### src/sv/tss_pkg.sv
// shared types and constants for the triangle scanline span block
package tss_pkg;

  // coordinate width, fixed by the item format
  localparam int CoordBits = 16;
  // one quotient bit per divider stage
  localparam int DivStages = CoordBits;
  // register stages: subtract, multiply, divider, crossing add, merge/output
  localparam int NumStages = 2 + DivStages + 2;
  localparam int NumEdges  = 3;

  typedef logic signed [CoordBits-1:0] coord_t;
  typedef logic [CoordBits-1:0]        mag_t;
  typedef logic [2*CoordBits-1:0]      num_t;

  typedef struct packed {
    coord_t vertex_a_x;
    coord_t vertex_a_y;
    coord_t vertex_b_x;
    coord_t vertex_b_y;
    coord_t vertex_c_x;
    coord_t vertex_c_y;
    coord_t row_y;
  } in_item_t;

  typedef struct packed {
    logic   span_valid;
    coord_t span_left;
    coord_t span_right;
  } out_item_t;

  // edge operands entering the divider
  typedef struct packed {
    logic   hit;
    logic   neg;
    coord_t x1;
    num_t   num;
    mag_t   den;
  } div_in_t;

  // edge result leaving the divider
  typedef struct packed {
    logic   hit;
    logic   neg;
    coord_t x1;
    mag_t   quot;
  } div_out_t;

endpackage

### src/sv/tss_div.sv
// pipelined restoring divider, one quotient bit per stage
module tss_div (
  input  logic                               clk,
  input  logic [tss_pkg::DivStages-1:0]      en,
  input  tss_pkg::div_in_t                   div_in,
  output tss_pkg::div_out_t                  div_out
);
  import tss_pkg::*;

  typedef struct packed {
    logic   hit;
    logic   neg;
    coord_t x1;
    num_t   rem;
    mag_t   den;
    mag_t   quot;
  } div_stg_t;

  div_stg_t stg_r   [DivStages];
  div_stg_t stg_nxt [DivStages];

  for (genvar k = 0; k < DivStages; k++) begin : g_stg
    localparam int Sh = DivStages - 1 - k;
    div_stg_t src;
    num_t     dsh;

    if (k == 0) begin : g_first
      always_comb begin
        src.hit  = div_in.hit;
        src.neg  = div_in.neg;
        src.x1   = div_in.x1;
        src.rem  = div_in.num;
        src.den  = div_in.den;
        src.quot = '0;
      end
    end else begin : g_next
      assign src = stg_r[k-1];
    end

    // quotient stays below 2^CoordBits since |y-y1| <= |y2-y1|
    always_comb begin
      dsh          = num_t'(src.den) << Sh;
      stg_nxt[k]   = src;
      if (src.rem >= dsh) begin
        stg_nxt[k].rem      = src.rem - dsh;
        stg_nxt[k].quot[Sh] = 1'b1;
      end
    end

    always_ff @(posedge clk) begin
      if (en[k]) begin
        stg_r[k] <= stg_nxt[k];
      end
    end
  end

  assign div_out.hit  = stg_r[DivStages-1].hit;
  assign div_out.neg  = stg_r[DivStages-1].neg;
  assign div_out.x1   = stg_r[DivStages-1].x1;
  assign div_out.quot = stg_r[DivStages-1].quot;

endmodule

### config.mk
export PLATFORM = sky130hd
export DESIGN_NAME = tss_div
export DESIGN_NICKNAME = d
export VERILOG_FILES = /design/src/sv/tss_pkg.sv /design/src/sv/tss_div.sv
export SDC_FILE = /design/constraint.sdc
export NUM_CORES = 2
export LEC_CHECK = 0
export BUFFER_PORTS_ARGS = -buffer_cell sky130_fd_sc_hd__buf_2
export CORE_MARGIN = 1
export CORE_UTILIZATION = 58
export DETAILED_ROUTE_END_ITERATION = 8
export GPL_ROUTABILITY_DRIVEN = 0
export PLACE_DENSITY_LB_ADDON = 0.2
export SYNTH_ARGS = -nofsm -noshare
export SYNTH_HDL_FRONTEND = slang
export SYNTH_SLANG_ARGS = --single-unit
### constraint.sdc
create_clock -name clk -period 7.25 [get_ports clk]
set_input_delay 1.45 -clock clk [delete_from_list [all_inputs] [get_ports clk]]
set_output_delay 1.45 -clock clk [all_outputs]
set_load 0.1 [all_outputs]
==> impl_metrics.tcl <==
set metrics [dict create \
    largest_reg_flops 1144 \
    syn_area_per_cell_um2 13.4 \
    required_ps 7690 \
    synth_cell_types 91 \
    pin_count 117 \
    coreArea_um2 89100 \
    die_y_um 303 \
    cp.arrival_ps 4120 \
    final_cell_area_um2 58200 \
    wl_per_cell_um 17.8 \
    ys_top_cells_by_area "edfxtp_1, ha_1, xor2_1" \
    synth_most_common_cell "edfxtp_1" \
    setup_violations 0 \
    hold_buffers 0 \
    syn_to_final_growth_pct 10.8 \
    grt_max_degree 70 \
    powerDensity_nw_per_um2 359 \
    wirelength_um 95800 \
    grt_remaining_overflow 0 \
    maxSlewViolCount 0 \
    reg.largest.list "stg_r (1144)" \
    tns_ps 0 \
    syn_nets 4275 \
    drv_cap 0 \
    ys_ff_latch 1144 \
    nets 4474 \
    dr.pass1.iters 6 \
    htreeDepth 3 \
    grt_pass1_vias 30600 \
    synth_ff_type "edfxtp_1" \
    cts_tree "done" \
    cts_max_path_buffers 3 \
    synth_edf_count 1144 \
    grt_pass1_wl_um 154000 \
    dp_hpwl_um 68100 \
    clock_skew_ps 53.1 \
    dpl-instance-area_um2 54500 \
    cts_buffers 113 \
    grt_usage_pct 21.1 \
    drive_gt1_share_pct 9.73 \
    path_max_fanout 21 \
    routed-via-count 30600 \
    dieArea_um2 91800 \
    slew_headroom_pct 27.1 \
    hold_path_class "reg -> reg" \
    cts_setup_buffers 0 \
    cp-start-kind "register" \
    syn_inst 3921 \
    async_reset_ff_share_pct 0 \
    routed_via_density 5.68 \
    antenna_violating_nets_post_route 0 \
    hold_violations 0 \
    dp_slack_ps 3340 \
    root_buffer "clkbuf_16" \
    synth.top_cell.area_share_pct 65.4 \
    setup_ws_ps 3570 \
    power.leakage_nw 22.1 \
    vdd_drop_max_uv 256 \
    cp-end-kind "register" \
    numClockSinks 1144 \
    dr.first_iter.drc_count 1978 \
    cts-resized-gates 0 \
    layout_min_cycle_time_ps 3680 \
    std_cell_rows 109 \
    synth_area_um2 52500 \
    antenna_found_initial 0 \
    critPathKind "reg -> reg" \
    n_fill_cell 6362 \
    min_period_over_period_pct 50.8 \
    chipWidth_um 303 \
    yosysWarnings 0 \
    cts.clk_slew.worst_paths_ps 60 \
    start_util_pct 59.0 \
    rsz0062_at_grt "no" \
    drc 0 \
    io_buffer_count 116 \
    synth_common_cells "edfxtp_1, inv_1, nor2_1" \
    max_freq_mhz 272 \
    top_register "stg_r" \
    tightest_slew_ps 1090 \
    synth_seq_area_share_pct 65.4 \
    clk_latency_ps 710 \
    status "finished clean" \
    synth.largest_area_cell "edfxtp_1" \
]
-- layout make-up --
type | count | area (um2) | share of cell area, %
sequential | 1144 | 34400 | 59.0
clock buffer | 128 | 2880 | 4.96
timing repair buffer | 145 | 821 | 1.41
antenna | 1 | 2.50 | 0.00430
inverter | 323 | 1210 | 2.08
clock inverter | 81 | 754 | 1.30
tap | 1165 | 1460 | 2.50
multi-input combinational | 2393 | 16700 | 28.7
-- report_power, final --
group | total (mW) | internal [mW] | switching, mW
sequential | 9.44 | 8.79 | 0.658
combinational | 5.79 | 2.51 | 3.27
clock | 5.67 | 3.19 | 2.48
total | 20.9 | 14.5 | 6.41
-- worst max-delay path: stages, from the launching register on --
cell and delay (ps):
edfxtp_1 390, ha_1 240, fa_1 420, nor2b_1 180, o21bai_1 120, a31oi_1 260
a21oi_1 170, o211ai_1 880, buf_4 400, mux2_2 360
-- path summary, 6_finish.rpt --
path	start	endpoint	slack, ps	cells after the start
setup reg to reg	stg_r[0][508]$_DFFE_PP_	stg_r[0][624]$_DFFE_PP_	3570	9
hold reg to reg	stg_r[0][654]$_DFFE_PP_	stg_r[1][80]$_DFFE_PP_	410	0
hold / removal	stg_r[0][654]$_DFFE_PP_	stg_r[1][80]$_DFFE_PP_	410	0
setup / recovery	stg_r[0][508]$_DFFE_PP_	stg_r[0][624]$_DFFE_PP_	3570	9
-- cell families (layout without fill, tap and decap cells) --
family | after synthesis | after routing | share of synthesized area (%)
AND/OR/NAND/NOR | 960 | 960 | 9.19
AO/OA/AOI/OAI | 812 | 812 | 9.81
XOR/XNOR | 297 | 297 | 4.95
multiplexers | 53 | 53 | 1.13
adder cells (fa/ha/maj) | 271 | 271 | 6.67
buffers and inverters | 384 | 677 | 2.83
other | 0 | 1 | 0
flip-flops | 1144 | 1144 | 65.4
-- metal layers --
layer  vias up  routed length [um]  global-route usage (%)
li1      15100                   -                       -
met1     14600               37500                    23.5
met4         0                3300                    7.71
met5         -                   0                       0
met2       665               51500                    40.4
met3       220                3520                    3.32
-- per-stage QoR --
step	hold WS, ps	instances	power, mW	util (%)
floorplan	400	3921	13.8	-
global placement	400	5170	15.1	61.3
detailed placement	405	5170	15.3	61.3
CTS	409	5379	21.0	65.3
global route	414	5379	22.0	65.3
finish	412	5380	20.9	65.3
-- placed cells by master, fill, tap and decap left out, types with 37 or more instances in the layout --
| cell | instances |
|---|---|
| edfxtp_1 | 1144 |
| inv_1 | 322 |
| nor2_1 | 258 |
| ha_1 | 256 |
| nand2_1 | 236 |
| a21oi_1 | 233 |
| o21ai_0 | 199 |
| xor2_1 | 153 |
| xnor2_1 | 144 |
| clkbuf_16 | 113 |
| buf_2 | 107 |
| a21o_1 | 100 |
| nor3_1 | 82 |
| mux2_2 | 50 |
| nand3_1 | 48 |
| nor4_1 | 45 |
| nand2b_1 | 44 |
| nor2b_1 | 43 |
| buf_4 | 38 |
| nand4_1 | 37 |
Note: power is estimated with default switching activity, not from simulation.
