`src/sv/tss_pkg.sv`:
```
// shared types and constants for the triangle scanline span block
package tss_pkg;

  // coordinate width, fixed by the item format
  localparam int CoordBits = 16;
  // one quotient bit per divider stage
  localparam int DivStages = CoordBits;
  // register stages: subtract, multiply, divider, crossing add, merge/output
  localparam int NumStages = 2 + DivStages + 2;
  localparam int NumEdges  = 3;

  typedef logic signed [CoordBits-1:0] coord_t;
  typedef logic [CoordBits-1:0]        mag_t;
  typedef logic [2*CoordBits-1:0]      num_t;

  typedef struct packed {
    coord_t vertex_a_x;
    coord_t vertex_a_y;
    coord_t vertex_b_x;
    coord_t vertex_b_y;
    coord_t vertex_c_x;
    coord_t vertex_c_y;
    coord_t row_y;
  } in_item_t;

  typedef struct packed {
    logic   span_valid;
    coord_t span_left;
    coord_t span_right;
  } out_item_t;

  // edge operands entering the divider
  typedef struct packed {
    logic   hit;
    logic   neg;
    coord_t x1;
    num_t   num;
    mag_t   den;
  } div_in_t;

  // edge result leaving the divider
  typedef struct packed {
    logic   hit;
    logic   neg;
    coord_t x1;
    mag_t   quot;
  } div_out_t;

endpackage

```
`src/sv/tss_span_merge.sv`:
```
// crossing add per edge, then min and max over the hit edges
module tss_span_merge (
  input  logic               clk,
  input  logic               en_add,
  input  logic               en_out,
  input  tss_pkg::div_out_t  edge_res [tss_pkg::NumEdges],
  output tss_pkg::out_item_t span
);
  import tss_pkg::*;

  logic signed [CoordBits:0] sum [NumEdges];
  coord_t    cross_nxt [NumEdges];
  coord_t    cross_r   [NumEdges];
  logic [NumEdges-1:0] hit_r;
  out_item_t span_nxt, span_r;

  // x1 +/- quotient, result lies between the edge's x values
  always_comb begin
    for (int e = 0; e < NumEdges; e++) begin
      if (edge_res[e].neg) begin
        sum[e] = {edge_res[e].x1[CoordBits-1], edge_res[e].x1} - {1'b0, edge_res[e].quot};
      end else begin
        sum[e] = {edge_res[e].x1[CoordBits-1], edge_res[e].x1} + {1'b0, edge_res[e].quot};
      end
      cross_nxt[e] = coord_t'(sum[e][CoordBits-1:0]);
    end
  end

  always_ff @(posedge clk) begin
    if (en_add) begin
      for (int e = 0; e < NumEdges; e++) begin
        cross_r[e] <= cross_nxt[e];
        hit_r[e]   <= edge_res[e].hit;
      end
    end
  end

  always_comb begin
    span_nxt = '0;
    for (int e = 0; e < NumEdges; e++) begin
      if (hit_r[e]) begin
        if (!span_nxt.span_valid) begin
          span_nxt.span_valid = 1'b1;
          span_nxt.span_left  = cross_r[e];
          span_nxt.span_right = cross_r[e];
        end else begin
          if (cross_r[e] < span_nxt.span_left) begin
            span_nxt.span_left = cross_r[e];
          end
          if (cross_r[e] > span_nxt.span_right) begin
            span_nxt.span_right = cross_r[e];
          end
        end
      end
    end
  end

  always_ff @(posedge clk) begin
    if (en_out) begin
      span_r <= span_nxt;
    end
  end

  assign span = span_r;

endmodule

```
`config.mk`:
```
export PLATFORM = sky130hd
export DESIGN_NAME = tss_span_merge
export DESIGN_NICKNAME = d
export VERILOG_FILES = /design/src/sv/tss_pkg.sv /design/src/sv/tss_span_merge.sv
export SDC_FILE = /design/constraint.sdc
export NUM_CORES = 1
export LEC_CHECK = 0
export ABC_CLOCK_PERIOD_IN_PS = 6300
export BUFFER_PORTS_ARGS = -buffer_cell sky130_fd_sc_hd__buf_2
export CORE_ASPECT_RATIO = 0.9
export CORE_MARGIN = 2
export CORE_UTILIZATION = 45
export CTS_CLUSTER_DIAMETER = 50
export DETAILED_ROUTE_END_ITERATION = 8
export GPL_TIMING_DRIVEN = 0
export PLACE_DENSITY = 0.77
export SLEW_MARGIN = 10
export SYNTH_ARGS = -nofsm -noshare
export SYNTH_HDL_FRONTEND = slang
export SYNTH_SLANG_ARGS = --single-unit
```
`constraint.sdc`:
```
create_clock -name clk -period 6.3 [get_ports clk]
set_clock_uncertainty 0.1 [all_clocks]
set_input_delay 1.26 -clock clk [delete_from_list [all_inputs] [get_ports clk]]
set_output_delay 1.26 -clock clk [all_outputs]
set_load 0.1 [all_outputs]
```
==> results.yml <==
sta:
  min_period_ps: 6036
  fmax_mhz: 165.7
  maxSlewViolCount: 0
  worst_slew_pin_slew_ps: 1133
  setup_violations: 0
  min_period_over_period_pct: 95.81
  rsz0062_at_grt: "no"
  maxSlewHeadroom_pct: 24.46
  finalHoldViolations: 0
synth:
  ys.flop_type: "edfxtp_1"
  synthAdderAreaFrac_pct: 16.81
  synth_compound_area_share_pct: 16.98
  synth_edf_count: 84
  syn_avg_cell_area_um2: 9.636
  yosys-top-cells-area: "edfxtp_1 34%, ha_1 16%, xnor2_1 8.5%"
  synthArstFlopShare_pct: 0
  yosysSeqAreaShare_pct: 33.95
  synth.distinct_cells: 62
  synth_xor_area_share_pct: 9.431
  synth.most_common_cell: "ha_1"
  synth_mux_area_share_pct: 4.598
  yosys_warnings: 0
  ys_seq_elements: 84
  yosysTopAreaCell: "edfxtp_1"
  synthesis.nets: 974
  syn_area_mm2: 0.007430
  yosys.area.top_type_share_pct: 33.95
  syn_inst: 771
  synth_common_cells: "95 x ha_1, 84 x edfxtp_1, 77 x nor2_1, 72 x xnor2_1, 58 x a21oi_1"
  synth_top_family_by_area: "compound AO/OA/AOI/OAI gates"
  synthSimpleGateAreaFrac_pct: 14.69
detailed_routing:
  routedWlPerCell_um: 15.36
  ant_nets: 0
  drt-initial-drc-count: 408
  vias_per_cell: 5.554
  drcViolationCount: 0
  dr.pass1.iters: 5
  vias: 6276
  wirelength_um: 17350
cts:
  cts-hold-fix-buffers: 0
  clockBufferDepth: 2
  cts_made_buffers: 9
  cts_root_buf: "clkbuf_16"
  cts_tree: "built"
  clk_pin_slew_ps: 60
  cts.sinks: 84
  clkLatencyLatePin_ps: 340
  htree_levels: 3
pwr:
  irDropWorstVdd_mv: 0.3448
  power_mw: 2.981
  leakage_nw: 3.681
  p_per_area_mw_per_mm2: 343.1
floorplan:
  fp.dieH_um: 125.9
  dieArea_mm2: 0.01756
  rows: 44
  start_util_pct: 46.06
  core_mm2: 0.01613
  fp.dieW_um: 139.4
  io_pins: 138
critical_path:
  cp_data_required_time_ps: 6330
  critPathKind: "register to register"
  arrival_ps: 6070
  worst_path_most_repeated_cell: "buf_2"
  cpMaxStageDelayCell: "or3_1"
  path_max_fanout: 10
  end_kind: "register"
  critical_path.max_stage_delay_ps: 450
  path_cells: "clkbuf_2, clkbuf_2, buf_2, nand2_1, ha_1, a21oi_1, o221ai_1, o2bb2ai_1, o31a_1, or3_1, buf_2, a32oi_2, ha_1, a21o_1, a21oi_1, o21ai_0, a21o_1, a221oi_1, o221a_2, buf_2, buf_6, mux2i_1"
  startpoint_type: "register"
layout:
  layout-drive-gt1-share_pct: 19.61
  nets: 1121
  syn2layout_area_growth_pct: 16.94
  final_cells: 1130
  insertedDiodeCount: 0
placement:
  place_hpwl_um: 14040
  dp.cells: 1115
  port_buffers: 137
  routabilityCongestion: 0.9369
min_path:
  hp-class: "register to register"
global_routing:
  grt_pass1_wl_um: 28150
  grt_pass1_vias: 5865
  grtUsageTotal_pct: 19.80
  grt_overflow: 0
  antenna_found_initial: 0
  grt_max_degree: 52
flow_run:
  cap_violations: 0
outcome:
  status: "completed"
-- flip-flops by register name, indices dropped and copies added, names as in the netlist --
signal	cells
span	33
hit_r	3
cross_r	48
-- kinds of logic (layout without fill, tap and decap cells) --
logic type	after synthesis	in the layout
mux	34	34
fa+ha+maj	98	98
xor+xnor	80	80
simple gates	225	225
compound gates	185	185
buf+inv	65	217
flops	84	84
-- path summary, 6_finish.rpt --
path             from        to  slack [ps]  depth (start not counted)
max reg2reg  hit_r[0]  span[23]         260                         22
min          hit_r[2]  span[32]         550                          1
max          hit_r[0]  span[23]         260                         22
min reg2reg  hit_r[2]  span[32]         550                          1
-- layout make-up --
type / count / area [um2]
clock inverter: 6 / 55.05
multi-input combinational: 622 / 4667
fill: 1452 / 7442
clock buffer: 10 / 229.0
sequential: 84 / 2522
inverter: 46 / 172.7
timing repair buffer: 138 / 693.2
tap: 207 / 259.0
buffer: 17 / 90.09
-- cells in the final DEF, fill, tap and decap left out, drive strengths merged, types with 6 or more instances in the layout --
cell	instances
nand2b	11
xor2	8
nand4	7
nor3	30
inv	46
a32oi	28
buf	145
a21o	11
xnor2	72
a21oi	59
a31oi	9
nor2b	6
o21ai	28
ha	95
mux2i	33
o21a	8
clkbuf	20
nand2	51
nor4	9
o31a	7
nor2	77
edfxtp	84
nand3	10
-- repair_timing --
item | 4_1_cts | 5_1_grt
setup endpoints to repair | 32 | 27
resized for setup | 6 | 5
buffers inserted | 0 | 1
pin swaps | 0 | 0
endpoints found under the hold margin | 0 | 0
-- critical path, delay by kind of cell (launching register included) --
family,cells,cell delay [ps]
multiplexers,1,350
AND/OR/NAND/NOR,2,530
buffers and inverters,6,1510
AO/OA/AOI/OAI,11,2350
adder cells (fa/ha/maj),2,620
flip-flops,1,360
-- per-layer routing --
metal / routed length [um] / GRT usage, %
met1: 8260 / 27.98
met2: 7810 / 31.92
met3: 1026 / 3.422
met4: 255 / 4.575
met5: 0 / 0
-- power breakdown --
| group | switching, mW | total [mW] | internal (mW) |
|---|---|---|---|
| combinational | 1.06 | 1.58 | 0.521 |
| sequential | 0.0924 | 0.896 | 0.803 |
| clock | 0.204 | 0.506 | 0.303 |
-- metrics by stage --
stage	hold slack, ps	utilization [%]	setup WS [ps]	cell area, um2	TNS, ps
after floorplan	428.4	-	833.3	7430	0
after global placement	504.6	51.92	-472.1	8374	-8503
after detailed placement	506.0	51.92	-537.2	8374	-11050
after CTS	537.8	53.74	55.63	8668	0
after global routing	564.4	53.86	36.34	8688	0
final	546.3	53.86	264.0	8688	0
Note: power is estimated with default switching activity, not from simulation.
