===== config.mk =====
export PLATFORM = sky130hd
export DESIGN_NAME = tss_edge_prep
export DESIGN_NICKNAME = d
export VERILOG_FILES = /design/src/sv/tss_pkg.sv /design/src/sv/tss_edge_prep.sv
export SDC_FILE = /design/constraint.sdc
export NUM_CORES = 1
export LEC_CHECK = 0
export ABC_AREA = 0
export BUFFER_PORTS_ARGS = -buffer_cell sky130_fd_sc_hd__clkbuf_2
export CORE_UTILIZATION = 50
export DETAILED_ROUTE_END_ITERATION = 10
export MAX_ROUTING_LAYER = met4
export PLACE_DENSITY_LB_ADDON = 0.2
export SLEW_MARGIN = 30
export SYNTH_ARGS = -nofsm -noshare
export SYNTH_HDL_FRONTEND = slang
export SYNTH_SLANG_ARGS = --single-unit

===== constraint.sdc =====
create_clock -name clk -period 14.4 [get_ports clk]
set_clock_uncertainty 0.2 [all_clocks]
set_input_delay 3.6 -clock clk [delete_from_list [all_inputs] [get_ports clk]]
set_output_delay 3.6 -clock clk [all_outputs]
set_load 0.02 [all_outputs]

===== src/sv/tss_pkg.sv =====
// shared types and constants for the triangle scanline span block
package tss_pkg;

  // coordinate width, fixed by the item format
  localparam int CoordBits = 16;
  // one quotient bit per divider stage
  localparam int DivStages = CoordBits;
  // register stages: subtract, multiply, divider, crossing add, merge/output
  localparam int NumStages = 2 + DivStages + 2;
  localparam int NumEdges  = 3;

  typedef logic signed [CoordBits-1:0] coord_t;
  typedef logic [CoordBits-1:0]        mag_t;
  typedef logic [2*CoordBits-1:0]      num_t;

  typedef struct packed {
    coord_t vertex_a_x;
    coord_t vertex_a_y;
    coord_t vertex_b_x;
    coord_t vertex_b_y;
    coord_t vertex_c_x;
    coord_t vertex_c_y;
    coord_t row_y;
  } in_item_t;

  typedef struct packed {
    logic   span_valid;
    coord_t span_left;
    coord_t span_right;
  } out_item_t;

  // edge operands entering the divider
  typedef struct packed {
    logic   hit;
    logic   neg;
    coord_t x1;
    num_t   num;
    mag_t   den;
  } div_in_t;

  // edge result leaving the divider
  typedef struct packed {
    logic   hit;
    logic   neg;
    coord_t x1;
    mag_t   quot;
  } div_out_t;

endpackage


===== src/sv/tss_edge_prep.sv =====
// edge setup: hit test, magnitudes and the numerator product, two stages
module tss_edge_prep (
  input  logic             clk,
  input  logic             en_sub,
  input  logic             en_mul,
  input  tss_pkg::coord_t  x1,
  input  tss_pkg::coord_t  y1,
  input  tss_pkg::coord_t  x2,
  input  tss_pkg::coord_t  y2,
  input  tss_pkg::coord_t  row,
  output tss_pkg::div_in_t div_in
);
  import tss_pkg::*;

  function automatic mag_t mag_of(input logic signed [CoordBits:0] v);
    logic [CoordBits:0] n;
    n = v[CoordBits] ? (~v + 1'b1) : v;
    return n[CoordBits-1:0];
  endfunction

  logic signed [CoordBits:0] dy_s, dx_s, dd_s;
  logic   hit_nxt, hit_r, neg_nxt, neg_r;
  coord_t x1_r;
  mag_t   a_nxt, a_r, b_nxt, b_r, den_nxt, den_r;
  num_t   num_nxt;
  div_in_t div_r;

  // stage 1: differences in one extra bit, then magnitudes
  always_comb begin
    dy_s    = {row[CoordBits-1], row} - {y1[CoordBits-1], y1};
    dx_s    = {x2[CoordBits-1], x2} - {x1[CoordBits-1], x1};
    dd_s    = {y2[CoordBits-1], y2} - {y1[CoordBits-1], y1};
    hit_nxt = (y1 != y2) && (((y1 <= row) && (row <= y2)) || ((y2 <= row) && (row <= y1)));
    neg_nxt = dx_s[CoordBits];
    a_nxt   = mag_of(dy_s);
    b_nxt   = mag_of(dx_s);
    den_nxt = mag_of(dd_s);
  end

  always_ff @(posedge clk) begin
    if (en_sub) begin
      hit_r <= hit_nxt;
      neg_r <= neg_nxt;
      x1_r  <= x1;
      a_r   <= a_nxt;
      b_r   <= b_nxt;
      den_r <= den_nxt;
    end
  end

  // stage 2: numerator |y-y1|*|dx|, fits in twice the coordinate width
  assign num_nxt = num_t'(a_r) * num_t'(b_r);

  always_ff @(posedge clk) begin
    if (en_mul) begin
      div_r.hit <= hit_r;
      div_r.neg <= neg_r;
      div_r.x1  <= x1_r;
      div_r.num <= num_nxt;
      div_r.den <= den_r;
    end
  end

  assign div_in = div_r;

endmodule


==> impl_metrics.py <==
metrics = {
    "run_status": {
        "status": "completed",
    },
    "synthesis": {
        "synth_xor_area_share_pct": 5.94,
        "synth_top_family_by_area": "adder cells",
        "synth_adder_area_share_pct": 37.9,
        "yosysSeqAreaShare_pct": 24.7,
        "muxShareOfSynthArea_pct": 0.132,
        "synth_compound_area_share_pct": 9.66,
        "synthTopCellsByArea": "edfxtp_1, fa_1, ha_1",
        "yosys_warnings": 0,
        "synth_seq_cells": 132,
        "synth-edff-count": 132,
        "netlist_area_um2": 16100,
        "yosysTopAreaCell": "edfxtp_1",
        "synth_nets": 2079,
        "ys.flop_type": "edfxtp_1",
        "syn_area_per_cell_um2": 9.88,
        "synth_top_area_share_pct": 24.7,
        "synthSimpleGateAreaFrac_pct": 13.6,
        "synthDistinctLibCells": 67,
        "synthCells": 1627,
        "synthArstFlopShare_pct": 0,
    },
    "drt": {
        "via_count": 11841,
        "drc_errors": 0,
        "dr.pass1.iters": 5,
        "antenna_left": 0,
        "drt-wirelength-per-cell_um": 17.6,
        "drt_iter0_drc": 798,
        "via_per_inst": 5.45,
        "routed_wl_um": 38200,
    },
    "critical_path": {
        "worstSetupStartpointType": "flip-flop",
        "critPathLaunch": "b_r[3]",
        "critPathRequiredTime_ns": 14.37,
        "crit_top_cell": "fa_1",
        "cp_max_fo": 16,
        "cpPeakStageDelay_ns": 0.78,
        "cp_slowest_cell": "edfxtp_1",
        "worstPathArrival_ns": 7.15,
        "worstSetupPathType": "reg2reg",
        "cp_cell_sequence": "nand2_1 > fa_1 > fa_1 > fa_1 > fa_1 > inv_1 > fa_1 > inv_1 > fa_1 > inv_1 > ha_1 > a21o_1 > a21o_1 > a31o_2 > a221o_1 > a211oi_1 > o221ai_1 > a21oi_1 > xnor2_1",
        "critPathCapture": "div_in[47]",
        "r2r_setup_slack_ns": 7.21,
        "r2r-start": "b_r[3]",
        "rr_worst_depth": 19,
        "crit_path_end_kind": "flip-flop",
        "r2r_end": "div_in[47]",
    },
    "clocking": {
        "worstSkewPairLatency_ns": 0.43,
        "clkTransAtPathRegs_ns": 0.07,
        "cts_made_buffers": 17,
        "postCtsHoldBufs": 0,
        "cts_tree": "done",
        "clock_path_buffers": 2,
        "cts_resized": 0,
        "postCtsSetupBuffers": 0,
        "clock_sinks": 132,
        "cts_max_level": 4,
        "clock-root-buffer": "clkbuf_16",
    },
    "global_route": {
        "track_usage_pct": 24.9,
        "grt_max_degree": 67,
        "grt-ovfl-total": 0,
        "grt_pass1_wl_um": 61900,
        "antenna_found_initial": 0,
        "grt_pass1_vias": 12223,
    },
    "timing": {
        "max_freq_mhz": 139,
        "rsz0062_at_grt": "no",
        "layout_setup_ws_ns": 7.21,
        "min_period_ns": 7.19,
        "hold_viol": 0,
        "maxSlewViolCount": 0,
        "max_slew_margin_pct": 36.4,
        "timing.final.crit_share_pct": 49.9,
        "finalSetupTns_ns": 0,
        "worst_slew_pin_slew_ns": 0.955,
        "setup_viol": 0,
    },
    "place": {
        "io_buffer_count": 148,
        "place_congestion": 0.913,
        "hpwlAfterDp_um": 29900,
        "dp_slack_ns": 7.06,
    },
    "floorplanning": {
        "die_area_um2": 32900,
        "fp.dieW_um": 181,
        "die_y_um": 181,
        "rows": 65,
        "num_io_pins": 149,
        "core_area_um2": 31600,
        "initial_utilization_pct": 50.9,
    },
    "hold_path": {
        "hold_path.class": "reg2reg",
        "whs_path_depth": 0,
    },
    "job": {
        "cap_violations": 0,
    },
    "layout": {
        "layout_common_cells": "inv_1, fa_1, nand2_1, ha_1, clkbuf_2",
        "layout_commonest_cell": "inv_1",
        "diodes": 0,
        "fillers": 2766,
        "final_layout_size_suffix_gt1_share_pct": 11.5,
        "syn_to_final_growth_pct": 10.6,
        "nets": 2209,
    },
}
==> cell type report <==
| cell class | count | area [µm²] | area share (%) |
|---|---|---|---|
| multi-input combinational | 1153 | 10800 | 60.9 |
| sequential | 132 | 3960 | 22.3 |
| inverter | 301 | 1130 | 6.36 |
| timing repair buffer | 152 | 771 | 4.34 |
| tap | 402 | 503 | 2.83 |
| clock buffer | 17 | 425 | 2.39 |
| clock inverter | 15 | 161 | 0.908 |
==> synthesized netlist by cell type, types with 2 or more instances <==
cell         n
inv_1      301
fa_1       197
nand2_1    185
ha_1       172
edfxtp_1   132
and2_1     114
xnor2_1     84
a21oi_1     58
o21ai_0     44
nor2_1      42
a21o_1      39
clkbuf_1    37
xor2_1      25
nand3_1     18
nor3_1      14
a31oi_1     13
o21a_1      13
nand4_1     10
nor2b_1      9
o21bai_1     9
o31ai_1      9
nand2b_1     8
nor4_1       8
a211oi_1     7
and3_1       5
and4_1       5
or3_1        5
a41oi_1      4
a2111oi_0    3
a211o_1      3
a21boi_0     3
a31o_2       3
o2111ai_1    3
o211ai_1     3
or2_2        3
or4_1        3
buf_1        2
nand3b_1     2
nor4b_1      2
o31a_1       2
o41ai_2      2
==> kinds of logic after synthesis <==
group           Yosys count
simple gates            440
fa+ha+maj               369
buf+inv                 342
compound gates          233
flops                   132
xor+xnor                109
mux                       2
==> critical path: cells and delay by family (launching register included) <==
family / cells / cell delay, ns
flops: 1 / 0.78
fa+ha+maj: 7 / 3.46
compound gates: 7 / 2.02
xor+xnor: 1 / 0.09
simple gates: 1 / 0.20
buf+inv: 3 / 0.15
==> registers in the layout, summed over array words and instances (netlist names) <==
signal,cells
a_r,16
b_r,16
den_r,16
div_in,66
hit_r,1
neg_r,1
x1_r,16
==> through the flow <==
stage          area (µm²)  hold WS [ns]  utilization (%)  instances
2_1_floorplan       16100         0.200                -       1627
3_3_place_gp        17200         0.201             54.5       2140
3_5_place_dp        17200         0.205             54.5       2140
4_1_cts             17800         0.215             56.3       2172
5_1_grt             17800         0.224             56.3       2172
6_report            17800         0.211             56.3       2172
==> worst min-delay path by stage <==
stage,startpoint,to,slack (ns)
after floorplan,den_r[0],div_in[0],0.20
after CTS,x1_r[9],div_in[57],0.22
after global placement,den_r[4],div_in[4],0.20
after global routing,x1_r[8],div_in[56],0.22
final,x1_r[9],div_in[57],0.21
after detailed placement,x1_r[6],div_in[54],0.21
==> layer usage <==
layer  share of wire [%]  up-vias  GRT usage [%]
li1                    -     5588              -
met1                  42     5820           30.8
met2                  50      363           41.8
met3                 5.5       70           4.03
met4                 2.5        0           7.86
met5                   0        -              -
Power is not shown: default switching activity piles up to over one toggle a cycle in this logic, so the estimate is an artifact.
